==> src/llrp_pkg.sv <==
// Shared types and constants of the least-loaded row packer.
package llrp_pkg;

   localparam int MAX_ROWS_DEFAULT = 64;
   localparam int GLYPH_W   = 12;
   localparam int ROWS_W    = 7;
   localparam int PAD_W     = 9;
   localparam int CSR_W     = 9;
   localparam int WIDTH_W   = 16;
   localparam int ROW_OUT_W = 6;
   localparam int REQ_DATA_W = 16;
   localparam int RSP_DATA_W = 24;

   localparam logic CSR_ROWS_IN_USE = 1'b0;
   localparam logic CSR_PAD_PIXELS  = 1'b1;

   typedef enum logic [1:0] {
      ST_IDLE,
      ST_SCAN,
      ST_UPDATE
   } state_type;

   typedef struct packed {
      logic start;
      logic scan;
      logic update;
   } ctrl_cmd_type;

   typedef struct packed {
      logic scan_done;
      logic out_free;
   } ctrl_status_type;

endpackage

==> src/least_loaded_row_packer.sv <==
// Top level of the least-loaded row packer for glyph atlases.
//
// Each glyph transaction on the req_ channel carries one glyph width; the
// block places it on the row that is currently narrowest (lowest index on
// ties), grows that row by the glyph width plus the padding and returns one
// rsp_ transaction with the chosen row and the widest row so far.
// req_tlast marks the final glyph of a set; the next glyph starts a new set
// with every row at twice the padding, and rsp_tlast echoes the marker.
// Configuration is written through csr_ (index 0 is rows_in_use, index 1 is
// pad_pixels); the user must write it only while the block is idle, as the
// block itself does not enforce this.
// Timing: the argmin scan reads one row width per cycle from the row RAM over
// the active rows, and the row update then loads the result register; a new
// glyph can be accepted in the cycle after that update, not before. The single
// read port of the row RAM sets this scan rate.
// A finished result sits in an output register; the next glyph is accepted
// and scanned while rsp_tready is low, and only its final row update waits
// for that register to drain. Synchronous reset restores the register
// defaults and marks no set as open, so no clearing pass is needed.
module least_loaded_row_packer #(
   parameter int MAX_ROWS = llrp_pkg::MAX_ROWS_DEFAULT
) (
   input  logic                               clock,
   input  logic                               reset,
   input  logic                               req_tvalid,
   output logic                               req_tready,
   input  logic [llrp_pkg::REQ_DATA_W-1:0]    req_tdata,  // [11:0] glyph_width
   input  logic                               req_tlast,  // last_glyph
   output logic                               rsp_tvalid,
   input  logic                               rsp_tready,
   output logic [llrp_pkg::RSP_DATA_W-1:0]    rsp_tdata,  // [5:0] row_chosen, [21:6] widest_row
   output logic                               rsp_tlast,  // set_done
   input  logic                               csr_wr_en,
   input  logic                               csr_addr,
   input  logic [llrp_pkg::CSR_W-1:0]         csr_wdata
);

   import llrp_pkg::*;

   localparam int RW = (MAX_ROWS > 1) ? $clog2(MAX_ROWS) : 1;

   ctrl_cmd_type    cmd;
   ctrl_status_type status;

   logic               ram_wr_en;
   logic [RW-1:0]      ram_wr_addr;
   logic [WIDTH_W-1:0] ram_wr_data;
   logic               ram_rd_en;
   logic [RW-1:0]      ram_rd_addr;
   logic [WIDTH_W-1:0] ram_rd_data;

   // The controller sequences acceptance, the row scan and the row update.
   llrp_ctrl u_ctrl (
      .clock      (clock),
      .reset      (reset),
      .req_tvalid (req_tvalid),
      .req_tready (req_tready),
      .status     (status),
      .cmd        (cmd)
   );

   // The datapath holds the configuration, the scan registers and the result.
   llrp_dpath #(
      .MAX_ROWS (MAX_ROWS)
   ) u_dpath (
      .clock       (clock),
      .reset       (reset),
      .cmd         (cmd),
      .status      (status),
      .csr_wr_en   (csr_wr_en),
      .csr_addr    (csr_addr),
      .csr_wdata   (csr_wdata),
      .req_tdata   (req_tdata),
      .req_tlast   (req_tlast),
      .rsp_tvalid  (rsp_tvalid),
      .rsp_tready  (rsp_tready),
      .rsp_tdata   (rsp_tdata),
      .rsp_tlast   (rsp_tlast),
      .ram_wr_en   (ram_wr_en),
      .ram_wr_addr (ram_wr_addr),
      .ram_wr_data (ram_wr_data),
      .ram_rd_en   (ram_rd_en),
      .ram_rd_addr (ram_rd_addr),
      .ram_rd_data (ram_rd_data)
   );

   // Row widths live in RAM; rows not yet written in a set read as the start width.
   llrp_ram #(
      .WIDTH (WIDTH_W),
      .DEPTH (MAX_ROWS)
   ) u_row_ram (
      .clock   (clock),
      .wr_en   (ram_wr_en),
      .wr_addr (ram_wr_addr),
      .wr_data (ram_wr_data),
      .rd_en   (ram_rd_en),
      .rd_addr (ram_rd_addr),
      .rd_data (ram_rd_data)
   );

endmodule

==> src/llrp_ram.sv <==
// Generic single-write, single-read RAM with registered read data.
module llrp_ram #(
   parameter int WIDTH = 16,
   parameter int DEPTH = 64
) (
   input  logic                                   clock,
   input  logic                                   wr_en,
   input  logic [((DEPTH > 1) ? $clog2(DEPTH) : 1)-1:0] wr_addr,
   input  logic [WIDTH-1:0]                       wr_data,
   input  logic                                   rd_en,
   input  logic [((DEPTH > 1) ? $clog2(DEPTH) : 1)-1:0] rd_addr,
   output logic [WIDTH-1:0]                       rd_data
);

   logic [WIDTH-1:0] mem_ff [DEPTH];
   logic [WIDTH-1:0] rd_data_ff;

   always_ff @(posedge clock) begin
      if (wr_en) begin
         mem_ff[wr_addr] <= wr_data;
      end
      if (rd_en) begin
         rd_data_ff <= mem_ff[rd_addr];
      end
   end

   assign rd_data = rd_data_ff;

endmodule

==> src/llrp_ctrl.sv <==
// Controller state machine of the row packer: accept, scan, update.
module llrp_ctrl (
   input  logic                      clock,
   input  logic                      reset,
   input  logic                      req_tvalid,
   output logic                      req_tready,
   input  llrp_pkg::ctrl_status_type status,
   output llrp_pkg::ctrl_cmd_type    cmd
);

   import llrp_pkg::*;

   state_type state_ff;
   state_type state_in;

   always_ff @(posedge clock) begin
      if (reset) begin
         state_ff <= ST_IDLE;
      end else begin
         state_ff <= state_in;
      end
   end

   always_comb begin
      state_in = state_ff;
      case (state_ff)
         ST_IDLE: begin
            if (req_tvalid) state_in = ST_SCAN;
         end
         ST_SCAN: begin
            if (status.scan_done) state_in = ST_UPDATE;
         end
         ST_UPDATE: begin
            if (status.out_free) state_in = ST_IDLE;
         end
         default: state_in = ST_IDLE;
      endcase
   end

   always_comb begin
      req_tready = 1'b0;
      cmd        = '0;
      case (state_ff)
         ST_IDLE: begin
            req_tready = 1'b1;
            cmd.start  = req_tvalid;
         end
         ST_SCAN: begin
            cmd.scan = 1'b1;
         end
         ST_UPDATE: begin
            cmd.update = status.out_free;
         end
         default: begin
            req_tready = 1'b0;
         end
      endcase
   end

endmodule

==> src/llrp_dpath.sv <==
// Datapath of the row packer: registers, argmin scan, row update and result register.
module llrp_dpath #(
   parameter int MAX_ROWS = llrp_pkg::MAX_ROWS_DEFAULT
) (
   input  logic                                   clock,
   input  logic                                   reset,
   input  llrp_pkg::ctrl_cmd_type                 cmd,
   output llrp_pkg::ctrl_status_type              status,
   input  logic                                   csr_wr_en,
   input  logic                                   csr_addr,
   input  logic [llrp_pkg::CSR_W-1:0]             csr_wdata,
   input  logic [llrp_pkg::REQ_DATA_W-1:0]        req_tdata,
   input  logic                                   req_tlast,
   output logic                                   rsp_tvalid,
   input  logic                                   rsp_tready,
   output logic [llrp_pkg::RSP_DATA_W-1:0]        rsp_tdata,
   output logic                                   rsp_tlast,
   output logic                                   ram_wr_en,
   output logic [((MAX_ROWS > 1) ? $clog2(MAX_ROWS) : 1)-1:0] ram_wr_addr,
   output logic [llrp_pkg::WIDTH_W-1:0]           ram_wr_data,
   output logic                                   ram_rd_en,
   output logic [((MAX_ROWS > 1) ? $clog2(MAX_ROWS) : 1)-1:0] ram_rd_addr,
   input  logic [llrp_pkg::WIDTH_W-1:0]           ram_rd_data
);

   import llrp_pkg::*;

   localparam int RW = (MAX_ROWS > 1) ? $clog2(MAX_ROWS) : 1;
   localparam int CW = $clog2(MAX_ROWS + 1);

   logic [ROWS_W-1:0]  rows_ff;
   logic [PAD_W-1:0]   pad_ff;
   logic               in_set_ff;
   logic [WIDTH_W-1:0] base_ff;
   logic [WIDTH_W-1:0] max_ff;
   logic [MAX_ROWS-1:0] valid_ff;
   logic [GLYPH_W-1:0] glyph_ff;
   logic               last_ff;
   logic [CW-1:0]      iss_ff;
   logic               data_vld_ff;
   logic [RW-1:0]      data_idx_ff;
   logic [RW-1:0]      best_ff;
   logic [WIDTH_W-1:0] best_val_ff;
   logic               rsp_valid_ff;
   logic [ROW_OUT_W-1:0] rsp_row_ff;
   logic [WIDTH_W-1:0] rsp_widest_ff;
   logic               rsp_last_ff;

   logic [CW-1:0]      n_rows;
   logic               issue;
   logic [WIDTH_W-1:0] cand_val;
   logic [WIDTH_W:0]   sum;
   logic [WIDTH_W-1:0] grown;
   logic [WIDTH_W-1:0] new_max;

   // Active row count: zero counts as one, and the count is capped at the row storage.
   always_comb begin
      if (rows_ff == '0) begin
         n_rows = CW'(1);
      end else if (int'(rows_ff) > MAX_ROWS) begin
         n_rows = CW'(MAX_ROWS);
      end else begin
         n_rows = CW'(rows_ff);
      end
   end

   assign issue    = cmd.scan && (iss_ff < n_rows);
   assign cand_val = valid_ff[data_idx_ff] ? ram_rd_data : base_ff;
   assign sum      = {1'b0, best_val_ff} + (WIDTH_W + 1)'(glyph_ff) + (WIDTH_W + 1)'(pad_ff);
   assign grown    = sum[WIDTH_W] ? '1 : sum[WIDTH_W-1:0];
   assign new_max  = (grown > max_ff) ? grown : max_ff;

   assign status.scan_done = (iss_ff == n_rows) && data_vld_ff;
   assign status.out_free  = !rsp_valid_ff || rsp_tready;

   assign ram_rd_en   = issue;
   assign ram_rd_addr = iss_ff[RW-1:0];
   assign ram_wr_en   = cmd.update;
   assign ram_wr_addr = best_ff;
   assign ram_wr_data = grown;

   always_ff @(posedge clock) begin
      if (reset) begin
         rows_ff      <= ROWS_W'(1);
         pad_ff       <= '0;
         in_set_ff    <= 1'b0;
         valid_ff     <= '0;
         data_vld_ff  <= 1'b0;
         rsp_valid_ff <= 1'b0;
      end else begin
         if (csr_wr_en) begin
            case (csr_addr)
               CSR_ROWS_IN_USE: rows_ff <= csr_wdata[ROWS_W-1:0];
               CSR_PAD_PIXELS:  pad_ff  <= csr_wdata[PAD_W-1:0];
               default:         rows_ff <= rows_ff;
            endcase
         end
         if (cmd.start && !in_set_ff) begin
            in_set_ff <= 1'b1;
            valid_ff  <= '0;
         end else if (cmd.update) begin
            valid_ff[best_ff] <= 1'b1;
            if (last_ff) in_set_ff <= 1'b0;
         end
         if (cmd.start) begin
            data_vld_ff <= 1'b0;
         end else begin
            data_vld_ff <= issue;
         end
         if (cmd.update) begin
            rsp_valid_ff <= 1'b1;
         end else if (rsp_tready) begin
            rsp_valid_ff <= 1'b0;
         end
      end
   end

   always_ff @(posedge clock) begin
      if (cmd.start) begin
         glyph_ff <= req_tdata[GLYPH_W-1:0];
         last_ff  <= req_tlast;
         iss_ff   <= '0;
         if (!in_set_ff) begin
            base_ff <= WIDTH_W'({pad_ff, 1'b0});
            max_ff  <= WIDTH_W'({pad_ff, 1'b0});
         end
      end
      if (issue) begin
         iss_ff      <= iss_ff + CW'(1);
         data_idx_ff <= iss_ff[RW-1:0];
      end
      // Strict compare keeps the lowest index on equal widths.
      if (cmd.scan && data_vld_ff) begin
         if (data_idx_ff == '0 || cand_val < best_val_ff) begin
            best_ff     <= data_idx_ff;
            best_val_ff <= cand_val;
         end
      end
      if (cmd.update) begin
         max_ff        <= new_max;
         rsp_row_ff    <= ROW_OUT_W'(best_ff);
         rsp_widest_ff <= new_max;
         rsp_last_ff   <= last_ff;
      end
   end

   assign rsp_tvalid = rsp_valid_ff;
   assign rsp_tdata  = {{(RSP_DATA_W - ROW_OUT_W - WIDTH_W){1'b0}}, rsp_widest_ff, rsp_row_ff};
   assign rsp_tlast  = rsp_last_ff;

   a_update_needs_room: assert property (@(posedge clock) disable iff (reset)
      cmd.update |-> status.out_free)
      else $error("row update issued while the result register is still occupied");

   a_best_in_range: assert property (@(posedge clock) disable iff (reset)
      cmd.update |-> (int'(best_ff) < int'(n_rows)))
      else $error("chosen row lies outside the active rows");

   a_result_follows_update: assert property (@(posedge clock) disable iff (reset)
      cmd.update |=> rsp_valid_ff && (rsp_widest_ff == $past(new_max)))
      else $error("row update did not load the result register");

   a_max_not_below_base: assert property (@(posedge clock) disable iff (reset)
      (in_set_ff && !cmd.start) |-> (max_ff >= base_ff))
      else $error("widest row dropped below the row start width");

endmodule
==> config.mk <==
export PLATFORM = sky130hd
export DESIGN_NAME = least_loaded_row_packer
export DESIGN_NICKNAME = d
export VERILOG_FILES = /design/src/llrp_pkg.sv /design/src/least_loaded_row_packer.sv /design/src/llrp_ram.sv /design/src/llrp_ctrl.sv /design/src/llrp_dpath.sv
export SDC_FILE = /design/constraint.sdc
export NUM_CORES = 1
export LEC_CHECK = 0
export ABC_CLOCK_PERIOD_IN_PS = 18600
export BUFFER_PORTS_ARGS = -buffer_cell sky130_fd_sc_hd__buf_2
export CAP_MARGIN = 25
export CELL_PAD_IN_SITES_DETAIL_PLACEMENT = 0
export CELL_PAD_IN_SITES_GLOBAL_PLACEMENT = 1
export CORE_ASPECT_RATIO = 1.2
export CORE_UTILIZATION = 30
export CTS_BUF_LIST = sky130_fd_sc_hd__clkbuf_16
export DETAILED_ROUTE_END_ITERATION = 10
export PLACE_DENSITY = 0.58
export SYNTH_ARGS = -nofsm -noshare
export SYNTH_HDL_FRONTEND = slang
export SYNTH_HIERARCHICAL = 1
export SYNTH_SLANG_ARGS = --single-unit
==> constraint.sdc <==
create_clock -name clock -period 18.6 [get_ports clock]
set_input_delay 0.93 -clock clock [delete_from_list [all_inputs] [get_ports clock]]
set_output_delay 0.93 -clock clock [all_outputs]
set_load 0.02 [all_outputs]
# Word level (Yosys, flattened, before mapping)
# Memory sizes are Yosys's and may differ from the RTL's. A register that Yosys moved wholly into a read port is not among the register bits.
# Cells that the tools add are included.
# Widths: inputs -> output; s select.
totals:
  regBits: 181
  mem_bits_rw: 1024
  out_inout_bits: 27
  wordCells: 94
  memories: 1
memory_table:
  columns: ["name", "words", "word_bits", "rd", "rd_clocked_by_memory_dff", "wr", "line", "rtl"]
  rows:
  - ["u_row_ram.mem_ff", 64, 16, 1, 1, 1, "llrp_ram.sv:15", "logic [WIDTH-1:0] mem_ff [DEPTH];"]
classes:
  mux: 29
  addsub: 3
  magnitude_cmp: 7
  n_eq_ne: 7
  n_bitwise: 3
  reduce_logical: 26
ops:
  columns: ["cell", "count"]
  rows:
  - ["$mux 16", 6]
  - ["$or 64x64->64", 1]
  - ["$mux 7", 4]
  - ["$add 16x12->17", 1]
  - ["$add 17x9->17", 1]
  - ["$gt 16x16->1", 1]
  - ["$lt 16x16->1", 1]
  - ["$lt 6x7->1 const B", 2]
  - ["$mux 1", 13]
  - ["$reduce_and 2->1", 6]
  - ["$reduce_bool 2->1", 5]
  - ["$add 7x1->7 const B", 1]
  - ["$eq 7x7->1", 1]
  - ["$gt 7x7->1 const B", 1]
  - ["$logic_not 7->1", 1]
  - ["$lt 7x7->1", 1]
  - ["$bmux 1 s6", 1]
  - ["$demux 1 s6", 1]
  - ["$ge 6x1->1 const B", 1]
  - ["$logic_not 6->1", 1]
  - ["$mux 2", 3]
  - ["$ne 2x2->1 const B", 3]
  - ["$pmux 2 s3", 1]
  - ["$logic_and 1x1->1", 5]
  - ["other kinds (9)", 13]

# Logic depth before layout (Yosys ltp)
# Gate-level depths: netlist of the first run.
logic_depth:
  ltp_word: 7
  mapped_depth: 21

# Hierarchy
# Netlist of the first run, hierarchy kept.
modules_own_cells:
  columns: ["module", "n_inst", "area_each_um2", "cells_per_inst"]
  rows:
  - ["llrp_ram", 1, 40202.3, 1829]
  - ["llrp_dpath", 1, 9100.0, 884]
  - ["llrp_ctrl", 1, 103.8, 11]

# Least setup slack after synthesis of the first run
# OpenSTA, ideal clock, no wires.
synth_path:
  path_type: "reg-to-reg"
  start: "register u_dpath.pad_ff[1]"
  end: "register u_dpath.max_ff[5] (data pin)"
  setup_time_ps: 260
  n_path_buf: 1
  stages_incl_launch_ff: 19
  t_arrival_ps: 6902
  slack_ps: 11437
  path_cell_list: "dfxtp_1 > inv_1 > fa_1 > inv_1 > ha_1 > inv_1 > fa_1 > nor2b_1 > o31a_1 > o21ai_0 > nor3b_1 > o21ai_0 > ha_1 > and4_1 > a311oi_1 > a22o_1 > buf_6 > mux2_4 > mux2_4"
synth_between:
  elab_chain_cells: 5
synth_rtl:
  columns: ["element", "line", "rtl"]
  rows:
  - ["from (decl)", "llrp_dpath.sv:32", "logic [PAD_W-1:0] pad_ff;"]
  - ["from (signal assigned)", "llrp_dpath.sv:94", "CSR_PAD_PIXELS: pad_ff <= csr_wdata[PAD_W-1:0];"]
  - ["$add 17x9->17", "llrp_dpath.sv:69", "assign sum = {1'b0, best_val_ff} + (WIDTH_W + 1)'(glyph_ff) + (WIDTH_W + 1)'(pad_ff);"]
  - ["$mux 16", "llrp_dpath.sv:70", "assign grown = sum[WIDTH_W] ? '1 : sum[WIDTH_W-1:0];"]
  - ["net ram_wr_data[7]", "least_loaded_row_packer.sv:47", "logic [WIDTH_W-1:0] ram_wr_data;"]
  - ["$gt 16x16->1", "llrp_dpath.sv:71", "assign new_max = (grown > max_ff) ? grown : max_ff;"]
  - ["$mux 16", "llrp_dpath.sv:71", null]
  - ["net u_dpath.new_max[5]", "llrp_dpath.sv:54", "logic [WIDTH_W-1:0] new_max;"]
  - ["$mux 16", "llrp_dpath.sv:139", "if (cmd.update) begin"]
  - ["to (signal assigned)", "llrp_dpath.sv:125", "max_ff <= WIDTH_W'({pad_ff, 1'b0});"]
  - ["to (signal assigned)", "llrp_dpath.sv:140", "max_ff <= new_max;"]
  - ["to (decl)", "llrp_dpath.sv:35", "logic [WIDTH_W-1:0] max_ff;"]
# The timed path passes the listed nets, and every way through them passes these cells.
# A chain may end at the register's enable or synchronous reset.

# Worst setup path after layout of the first run
layout_path:
  start: "register u_dpath.pad_ff[2]"
  end: "register u_dpath.max_ff[1] (data pin)"
# Same word-level chain as after synthesis.

==> results of run 1 <==
==> worst reg2reg max path: stages, from the launching register on <==
cell and delay [ns]:
dfxtp_1 0.47, inv_1 0.10, fa_1 0.60, inv_1 0.06, ha_1 0.31, a211o_1 0.32
a21oi_1 0.26, a211oi_1 0.19, nor2_1 0.66, buf_4 0.33, and3_1 0.27, inv_2 0.04
buf_4 0.36, ha_1 0.44, nand4_1 0.19, a311oi_1 0.52, a22o_1 0.20, buf_4 0.37
mux2_2 0.42, mux2_2 0.27
==> state kept, by name, summed over array words and instances (netlist names), 6 cells and up <==
name,flops
u_dpath/base_ff,9
u_row_ram/rd_data,16
u_dpath/valid_ff,64
u_dpath/data_idx_ff,6
u_dpath/iss_ff,7
u_row_ram/mem_ff,1024
u_dpath/glyph_ff,12
u_dpath/pad_ff,9
u_dpath/best_val_ff,16
u_dpath/max_ff,16
u_dpath/rows_ff,7
u_dpath/ram_wr_addr,6
u_dpath/rsp_row_ff,6
u_dpath/rsp_widest_ff,16
==> cell type report <==
| class | instances | area (µm²) | share of cell area |
|---|---|---|---|
| Tap cell | 2132 | 2670 | 0.0471 |
| Timing Repair Buffer | 175 | 1320 | 0.0233 |
| Sequential cell | 1221 | 35800 | 0.632 |
| Multi-Input combinational cell | 1291 | 12500 | 0.220 |
| Antenna cell | 1 | 2.50 | 0.0000441 |
| Inverter | 66 | 248 | 0.00437 |
| Clock inverter | 94 | 712 | 0.0126 |
| Clock buffer | 137 | 3430 | 0.0605 |
==> layout by cell type (no fill, tap or decap), types with 54 or more instances in the layout <==
cell type and count:
clkbuf_16 137, nand2_1 120, edfxtp_1 1136, mux4_2 226
a21oi_1 122, buf_2 54, mux2i_1 108, dfxtp_1 85
buf_4 110, inv_1 90, ha_1 54, nor2_1 174
==> power by group <==
group          leakage, nW  switching [W]  internal [W]
clock network         2.14        0.00107       0.00146
logic                 5.25       0.000422      0.000205
registers             10.9      0.0000118       0.00311
total                 18.3        0.00150       0.00478
==> routing by layer <==
| metal | wire length (µm) | vias up |
|---|---|---|
| met5 | 0 | - |
| met4 | 2500 | 0 |
| met3 | 5860 | 145 |
| met2 | 63400 | 595 |
| met1 | 51800 | 13300 |
| li1 | - | 11300 |
==> cell families (layout without fill, tap and decap cells) <==
logic type	count (synthesis)	in the layout
compound gates	330	330
xor+xnor	9	9
fa+ha+maj	64	64
buf+inv	213	472
flops	1221	1221
mux	387	387
other cells	1	3
simple gates	499	499
==> stage by stage <==
| stage | std cells | area, µm² |
|---|---|---|
| global route | 5116 | 56700 |
| floorplan | 2725 | 49400 |
| global placement | 4874 | 52400 |
| CTS | 5114 | 56700 |
| finish | 5117 | 56700 |
| detailed placement | 4883 | 52500 |
==> worst paths after layout <==
check | from | end | slack (ns) | cells past startpoint
min | req_tdata[9] | u_dpath/glyph_ff[9]$_DFFE_PP_ | 0.36 | 1
max reg2reg | u_dpath/pad_ff[2]$_SDFFE_PP0P_ | u_dpath/max_ff[1]$_DFFE_PP_ | 11.97 | 19
max | u_dpath/pad_ff[2]$_SDFFE_PP0P_ | u_dpath/max_ff[1]$_DFFE_PP_ | 11.97 | 19
min reg2reg | u_dpath/in_set_ff$_SDFFE_PP0P_ | u_dpath/in_set_ff$_SDFFE_PP0P_ | 0.46 | 2
==> metrics.md, run 1 <==
| Metric | Value |
|---|---|
| GRT Util Overall | `0.148` |
| CP Launch Type | `flop` |
| Setup WS post-layout | `11.97 ns` |
| Yosys Warn Count | `6` |
| Largest net degree at the start of global routing | `107` |
| Hold slack | `0.362 ns` |
| Cts hold-fix bufs | `0` |
| Slowest cell on the critical path | `nor2_1` |
| Slew Limit Headroom | `0.299` |
| Maximum VDD drop | `~0.000073 V` |
| Area growth, synth to finish | `14.7%` |
| Worst-Skew Late Latency | `0.77 ns` |
| H-Tree Depth | `4` |
| Most frequent cell after synthesis | `edfxtp_1` |
| Leading area contributor after synthesis | `edfxtp_1` |
| Vias | `25300` |
| First-pass DRT Iterations | `5` |
| Layout cells sized above 1 | `0.227` |
| Row count | `162` |
| RSZ-0062 raised after global routing | `no` |
| Global routing's busiest layer | `met2` |
| Synth top area share | `0.690` |
| GP Congestion | `0.804` |
| Starting DRT DRC Count | `between 1500 and 2000` |
| Die area | `166000 µm²` |
| Worst Setup End Kind | `flop` |
| Vias per std cell | `4.95` |
| Worst path required time | `19.09 ns` |
| DRT Wirelength | `124 mm` |
| Syn Area/Cell | `18.1 µm²` |
| Post-synthesis mux area share | `0.138` |
| Main flop type after synthesis | `edfxtp_1` |
| Post-synth EDFFs | `about 1100` |
| Detailed placement HPWL | `~74 mm` |
| Worst Skew | `0.0347 ns` |
| Antenna-violating nets left | `0` |
| CP max FO | `65` |
| Avg WL per Cell | `24.2 µm` |
| Routing usage on met3 | `0.0234` |
| Core Util, Final | `0.348` |
| Yosys reg bits | `~1200` |
| Seq/Total Area, Yosys | `0.725` |
| Root Buffer | `clkbuf_16` |
| Post-Synth Simple-Gate Area | `0.0479` |
| Max incr delay on CP | `0.66 ns` |
| Period minus WS final | `6.63 ns` |
| Commonest cells in the netlist | `edfxtp_1, mux4_2, nor2_1, nand2_1, a21oi_1` |
| Critical path arrival | `7.12 ns` |
| Sink Count | `1221` |
| # DRC | `0` |
| Nets | `2986` |
| Initial antenna violation count | `2` |
| Max Clock Freq | `151 MHz` |
| First-pass GRT wire length | `179 mm` |
| IO Port Bufs | `52` |
| Yosys cell types | `81` |
| CP bufs+invs | `6` |
| Max-cap violations | `0` |
| Cell mode on critical path | `buf_4` |
| Total Power | `0.00628 W` |
| Final Cycle Share | `0.356` |
| Worst-Margin Slew | `1.04 ns` |
| Setup CP Type | `flop to flop` |
| Compound-cell area share of the yosys netlist | `0.0452` |
| Fill count | `15400` |
| Clk slew on worst S/H paths | `0.06 ns` |
| Post-CTS Setup Bufs | `0` |
| CP delay by family, top | `compound AO/OA/AOI/OAI gates` |
| Io pins | `59` |
| Outcome | `finished, final reports clean` |
| TritonCTS buffer count | `around 140` |
| Xor and xnor area share after synthesis | `0.00160` |
| CTS resizes | `0` |
| Fin. max-slew vios | `0` |
| Adder-Cell Fraction of Synth Area | `0.0177` |
| Leak | `18.3 nW` |
| Die span in y | `447 µm` |
| Die Wd | `372 µm` |
| Vias in the first global route | `25500` |
| Post-Syn Area | `49400 µm²` |
| Pre-CTS setup slack | `around 12 ns` |
| Clock Path Buffers | `3` |
| Worst Hold Class | `primary input to flop` |
| TritonCTS clock tree | `yes` |
| Dominant cells by area after synthesis | `edfxtp_1, mux4_2, dfxtp_1, mux2i_1, nor2_1` |
| Largest family of logic cells by synthesized area | `multiplexers` |
| Met1 usage | `0.194` |
| Core area | `163000 µm²` |
| Post-synthesis async set-or-reset flop share | `0` |
| CP Cell Sequence | `inv_1 -> fa_1 -> inv_1 -> ha_1 -> a211o_1 -> a21oi_1 -> a211oi_1 -> nor2_1 -> buf_4 -> and3_1 -> inv_2 -> buf_4 -> ha_1 -> nand4_1 -> a311oi_1 -> a22o_1 -> buf_4 -> mux2_2 -> mux2_2` |
| Hold Fails Final Rpt | `0` |
| Setup TNS | `0 ns` |
| Total gr overflow | `0` |
| Post-Syn Instances | `2724` |
| Met2 usage | `0.253` |
| Initial core utilization | `0.303` |
| Pwr dens | `111 nW/µm²` |
| Final setup vio count | `0` |
Note: power is estimated with default switching activity, not from simulation.
==> run 2, diff against run 1 <==
--- a/config.mk
+++ b/config.mk
@@ -5,7 +5,8 @@
 export SDC_FILE = /design/constraint.sdc
 export NUM_CORES = 1
 export LEC_CHECK = 0
-export ABC_CLOCK_PERIOD_IN_PS = 18600
+export ABC_AREA = 1
+export ABC_CLOCK_PERIOD_IN_PS = 5400
 export BUFFER_PORTS_ARGS = -buffer_cell sky130_fd_sc_hd__buf_2
 export CAP_MARGIN = 25
 export CELL_PAD_IN_SITES_DETAIL_PLACEMENT = 0
@@ -14,7 +15,7 @@
 export CORE_UTILIZATION = 30
 export CTS_BUF_LIST = sky130_fd_sc_hd__clkbuf_16
 export DETAILED_ROUTE_END_ITERATION = 10
-export PLACE_DENSITY = 0.58
+export PLACE_DENSITY = 0.63
 export SYNTH_ARGS = -nofsm -noshare
 export SYNTH_HDL_FRONTEND = slang
 export SYNTH_HIERARCHICAL = 1
==> constraint.sdc (replaced) <==
create_clock -name clock -period 5.4 [get_ports clock]
set_input_delay 0.27 -clock clock [delete_from_list [all_inputs] [get_ports clock]]
set_output_delay 0.27 -clock clock [all_outputs]
set_load 0.02 [all_outputs]
==> run 2 against run 1 <==
Against the previous run:
- critical endpoint is now u_dpath/max_ff[3]$_DFFE_PP_
- combinational power rose to 5.1 times the previous value
- critical path depth rose by 8
- total power grew to 3.6 times the previous value
- sequential share of layout area fell by 2.0 points
- area after synthesis increased by 4.0%
- first-iteration DRC count rose by 28%
- sequential power rose to 3.5 times the previous value
- worst hold slack lost 0.13 ns
==> metrics.md, run 2 <==
| Metric | Value |
|---|---|
| Outcome | `finished, final reports clean (unchanged)` |
| RSZ-0062 raised after global routing | `no (unchanged)` |
| Setup CP Type | `flop to flop (unchanged)` |
| Setup TNS | `0 ns (unchanged)` |
| Setup WS post-layout | `0.601 ns (was 11.97 ns)` |
| Pwr dens | `388 nW/µm² (was 111 nW/µm²)` |
| Dominant cells by area after synthesis | `edfxtp_1, nand2_1, nand3_1, dfxtp_1, ha_1 (was edfxtp_1, mux4_2, dfxtp_1, mux2i_1, nor2_1)` |
| Post-Syn Instances | `4568 (was 2724)` |
| Commonest non-fill, non-tap cell in the layout | `nand2_1 (was edfxtp_1)` |
| Worst-Skew Late Latency | `0.77 ns (about the same)` |
| Post-route cell area | `58600 µm² (was 56700 µm²)` |
| H-Tree Depth | `4 (unchanged)` |
| Worst Setup End Kind | `flop (unchanged)` |
| Yosys reg bits | `1221 (unchanged)` |
| Hold Fails Final Rpt | `0 (unchanged)` |
| Most frequent cells in the layout | `nand2_1, edfxtp_1, nand3_1 (was edfxtp_1, mux4_2, nor2_1)` |
| Biggest register | `u_row_ram/mem_ff (unchanged)` |
| Maximum VDD drop | `0.000322 V (was 0.0000732 V)` |
| Max-cap violations | `0 (unchanged)` |
| Leading area contributor after synthesis | `edfxtp_1 (unchanged)` |
| Post-synthesis async set-or-reset flop share | `0 (unchanged)` |
| Core area | `170000 µm² (was 163000 µm²)` |
| Largest net degree at the start of global routing | `183 (was 107)` |
| Main flop type after synthesis | `edfxtp_1 (unchanged)` |
| Detailed placement HPWL | `77.8 mm (was 73.6 mm)` |
| Clock Path Buffers | `3 (unchanged)` |
| Die area | `173000 µm² (was 166000 µm²)` |
| Vias in the first global route | `32300 (was 25500)` |
| Avg WL per Cell | `20.6 µm (was 24.2 µm)` |
| CTS resizes | `0 (unchanged)` |
| Worst-Margin Slew | `1.14 ns (was 1.04 ns)` |
| Fin. max-slew vios | `0 (unchanged)` |
| Post-synth EDFFs | `1136 (unchanged)` |
| DRT met1 WL | `59.8 mm (was 51.8 mm)` |
| Slew Limit Headroom | `0.241 (was 0.299)` |
| Final setup vio count | `0 (unchanged)` |
| WL met3 | `6.90 mm (was 5.86 mm)` |
| Initial core utilization | `0.302 (was 0.303)` |
| Die span in y | `455 µm (was 447 µm)` |
| Post-Syn Area | `51400 µm² (was 49400 µm²)` |
| # DRC | `0 (unchanged)` |
| Area growth, synth to finish | `14.0% (was 14.7%)` |
| Sink Count | `1221 (unchanged)` |
| Critical path arrival | `5.28 ns (was 7.12 ns)` |
| CP Launch Type | `flop (unchanged)` |
| Worst path required time | `5.88 ns (was 19.09 ns)` |
| Seq/Total Area, Yosys | `0.697 (was 0.725)` |
| GRT Util Overall | `0.164 (was 0.148)` |
| Most frequent cell after synthesis | `nand2_1 (was edfxtp_1)` |
| Synth top area share | `0.664 (was 0.690)` |
| Nets | `4749 (was 2986)` |
| Initial antenna violation count | `1 (was 2)` |
| Layout cells sized above 1 | `0.0856 (was 0.227)` |
| Starting DRT DRC Count | `2473 (was 1925)` |
| Period minus WS final | `4.80 ns (was 6.63 ns)` |
| Yosys Warn Count | `6 (unchanged)` |
| Syn Area/Cell | `11.2 µm² (was 18.1 µm²)` |
| Placed cell area | `54100 µm² (was 52500 µm²)` |
| Root Buffer | `clkbuf_16 (unchanged)` |
| IO Port Bufs | `52 (unchanged)` |
| Yosys cell types | `47 (was 81)` |
| TritonCTS clock tree | `yes (unchanged)` |
| Commonest cells in the netlist | `nand2_1, edfxtp_1, nand3_1, nor2_1, inv_1 (was edfxtp_1, mux4_2, nor2_1, nand2_1, a21oi_1)` |
| DRT Wirelength | `144 mm (was 124 mm)` |
| Total gr overflow | `0 (unchanged)` |
| Top Registers | `u_row_ram/mem_ff: 1024 flops, u_dpath/valid_ff: 64 flops (unchanged)` |
| First-pass DRT Iterations | `5 (unchanged)` |
| Worst Hold Class | `primary input to flop (unchanged)` |
| Vias per std cell | `4.78 (was 4.95)` |
| Max Clock Freq | `208 MHz (was 151 MHz)` |
| Vias | `33600 (was 25300)` |
| GP Congestion | `0.793 (was 0.804)` |
| Top Layer Used | `met5 (was met4)` |
| Wire length on met2 | `72.7 mm (was 63.4 mm)` |
| Worst Skew | `0.0307 ns (was 0.0347 ns)` |
| First-pass GRT wire length | `212 mm (was 179 mm)` |
| Clk slew on worst S/H paths | `0.06 ns (about the same)` |
| Pre-CTS setup slack | `0.649 ns (was 11.91 ns)` |
| Leak | `21.3 nW (was 18.3 nW)` |
| Die Wd | `380 µm (was 372 µm)` |
| Row count | `166 (was 162)` |
| Final Cycle Share | `0.889 (was 0.356)` |
| Max reg flops | `1024 (unchanged)` |
| Io pins | `59 (unchanged)` |
| Antenna-violating nets left | `0 (unchanged)` |
| CP max FO | `11 (was 65)` |
| TritonCTS buffer count | `131 (was 135)` |
[run 2: what timing repair did]
action | CTS | global route
hold buffers | 32 | 0
hold endpoints to repair | 34 | 0
buffers inserted | 0 | 0
[run 2: metal layers]
layer | vias to the layer above | global-route usage
met5 | - | 0
met4 | 2 | 0.0643
met3 | 217 | 0.0215
met2 | 840 | 0.287
met1 | 16400 | 0.206
li1 | 16100 | -
[run 2: power by group]
part / total (W) / switching, W / leakage, nW / internal, W
logic: 0.00317 / 0.00244 / 8.23 / 0.000735
clock network: 0.00862 / 0.00369 / 2.12 / 0.00493
registers: 0.0109 / 0.0000403 / 10.9 / 0.0109
total: 0.0227 / 0.00617 / 21.3 / 0.0166
[run 2: area by class of cell]
class | count | area [µm²]
clock buffers | 134 | 3350
clock inverters | 101 | 736
flip-flops and latches | 1221 | 35800
repair buffers | 215 | 1740
well taps | 2268 | 2840
inverters | 151 | 599
multi-input cells | 2933 | 13500
fillers | 16900 | 112000
diodes | 1 | 2.50
[run 2: logic make-up after synthesis]
family	synth area share
XOR/XNOR	0.00153
buffers and inverters	0.0437
other	0.0000730
AND/OR/NAND/NOR	0.222
flip-flops	0.697
AO/OA/AOI/OAI	0.0183
adder cells (fa/ha/maj)	0.0171
[run 2: per-stage QoR]
step | hold slack (ns) | cells | utilization | total power, W
2_1_floorplan | 0.332 | 4569 | - | 0.0131
3_3_place_gp | 0.414 | 6753 | 0.318 | 0.0143
3_5_place_dp | 0.423 | 6753 | 0.318 | 0.0143
4_1_cts | 0.177 | 7020 | 0.344 | 0.0230
5_1_grt | 0.211 | 7023 | 0.344 | 0.0236
6_report | 0.231 | 7024 | 0.344 | 0.0227
[run 2: critical path, cell delays in order (launching register included)]
cell and delay, ns:
dfxtp_1 0.33, inv_1 0.08, fa_1 0.48, inv_1 0.07, ha_1 0.18, inv_1 0.09, fa_1 0.38, inv_1 0.08
a31oi_1 0.14, inv_1 0.11, nand2_1 0.05, nand2_1 0.09, a21oi_1 0.07, o21ai_0 0.15, inv_1 0.07, or2_2 0.30
nand3_4 0.07, ha_1 0.26, a21oi_1 0.16, a21oi_1 0.08, a2111oi_0 0.30, nand2_1 0.09, nand2_1 0.23, inv_1 0.25
nand2_1 0.11, o21ai_0 0.13, nand2_1 0.09, o21ai_0 0.08
[run 2: final timing paths]
| path | slack [ns] | cells past startpoint | to | start |
|---|---|---|---|---|
| max reg2reg | 0.60 | 27 | u_dpath/max_ff[3]$_DFFE_PP_ | u_dpath/pad_ff[1]$_SDFFE_PP0P_ |
| max | 0.60 | 27 | u_dpath/max_ff[3]$_DFFE_PP_ | u_dpath/pad_ff[1]$_SDFFE_PP0P_ |
| min reg2reg | 0.43 | 0 | u_dpath/base_ff[3]$_DFFE_PP_ | u_dpath/pad_ff[2]$_SDFFE_PP0P_ |
| min | 0.23 | 2 | u_dpath/glyph_ff[3]$_DFFE_PP_ | req_tdata[3] |
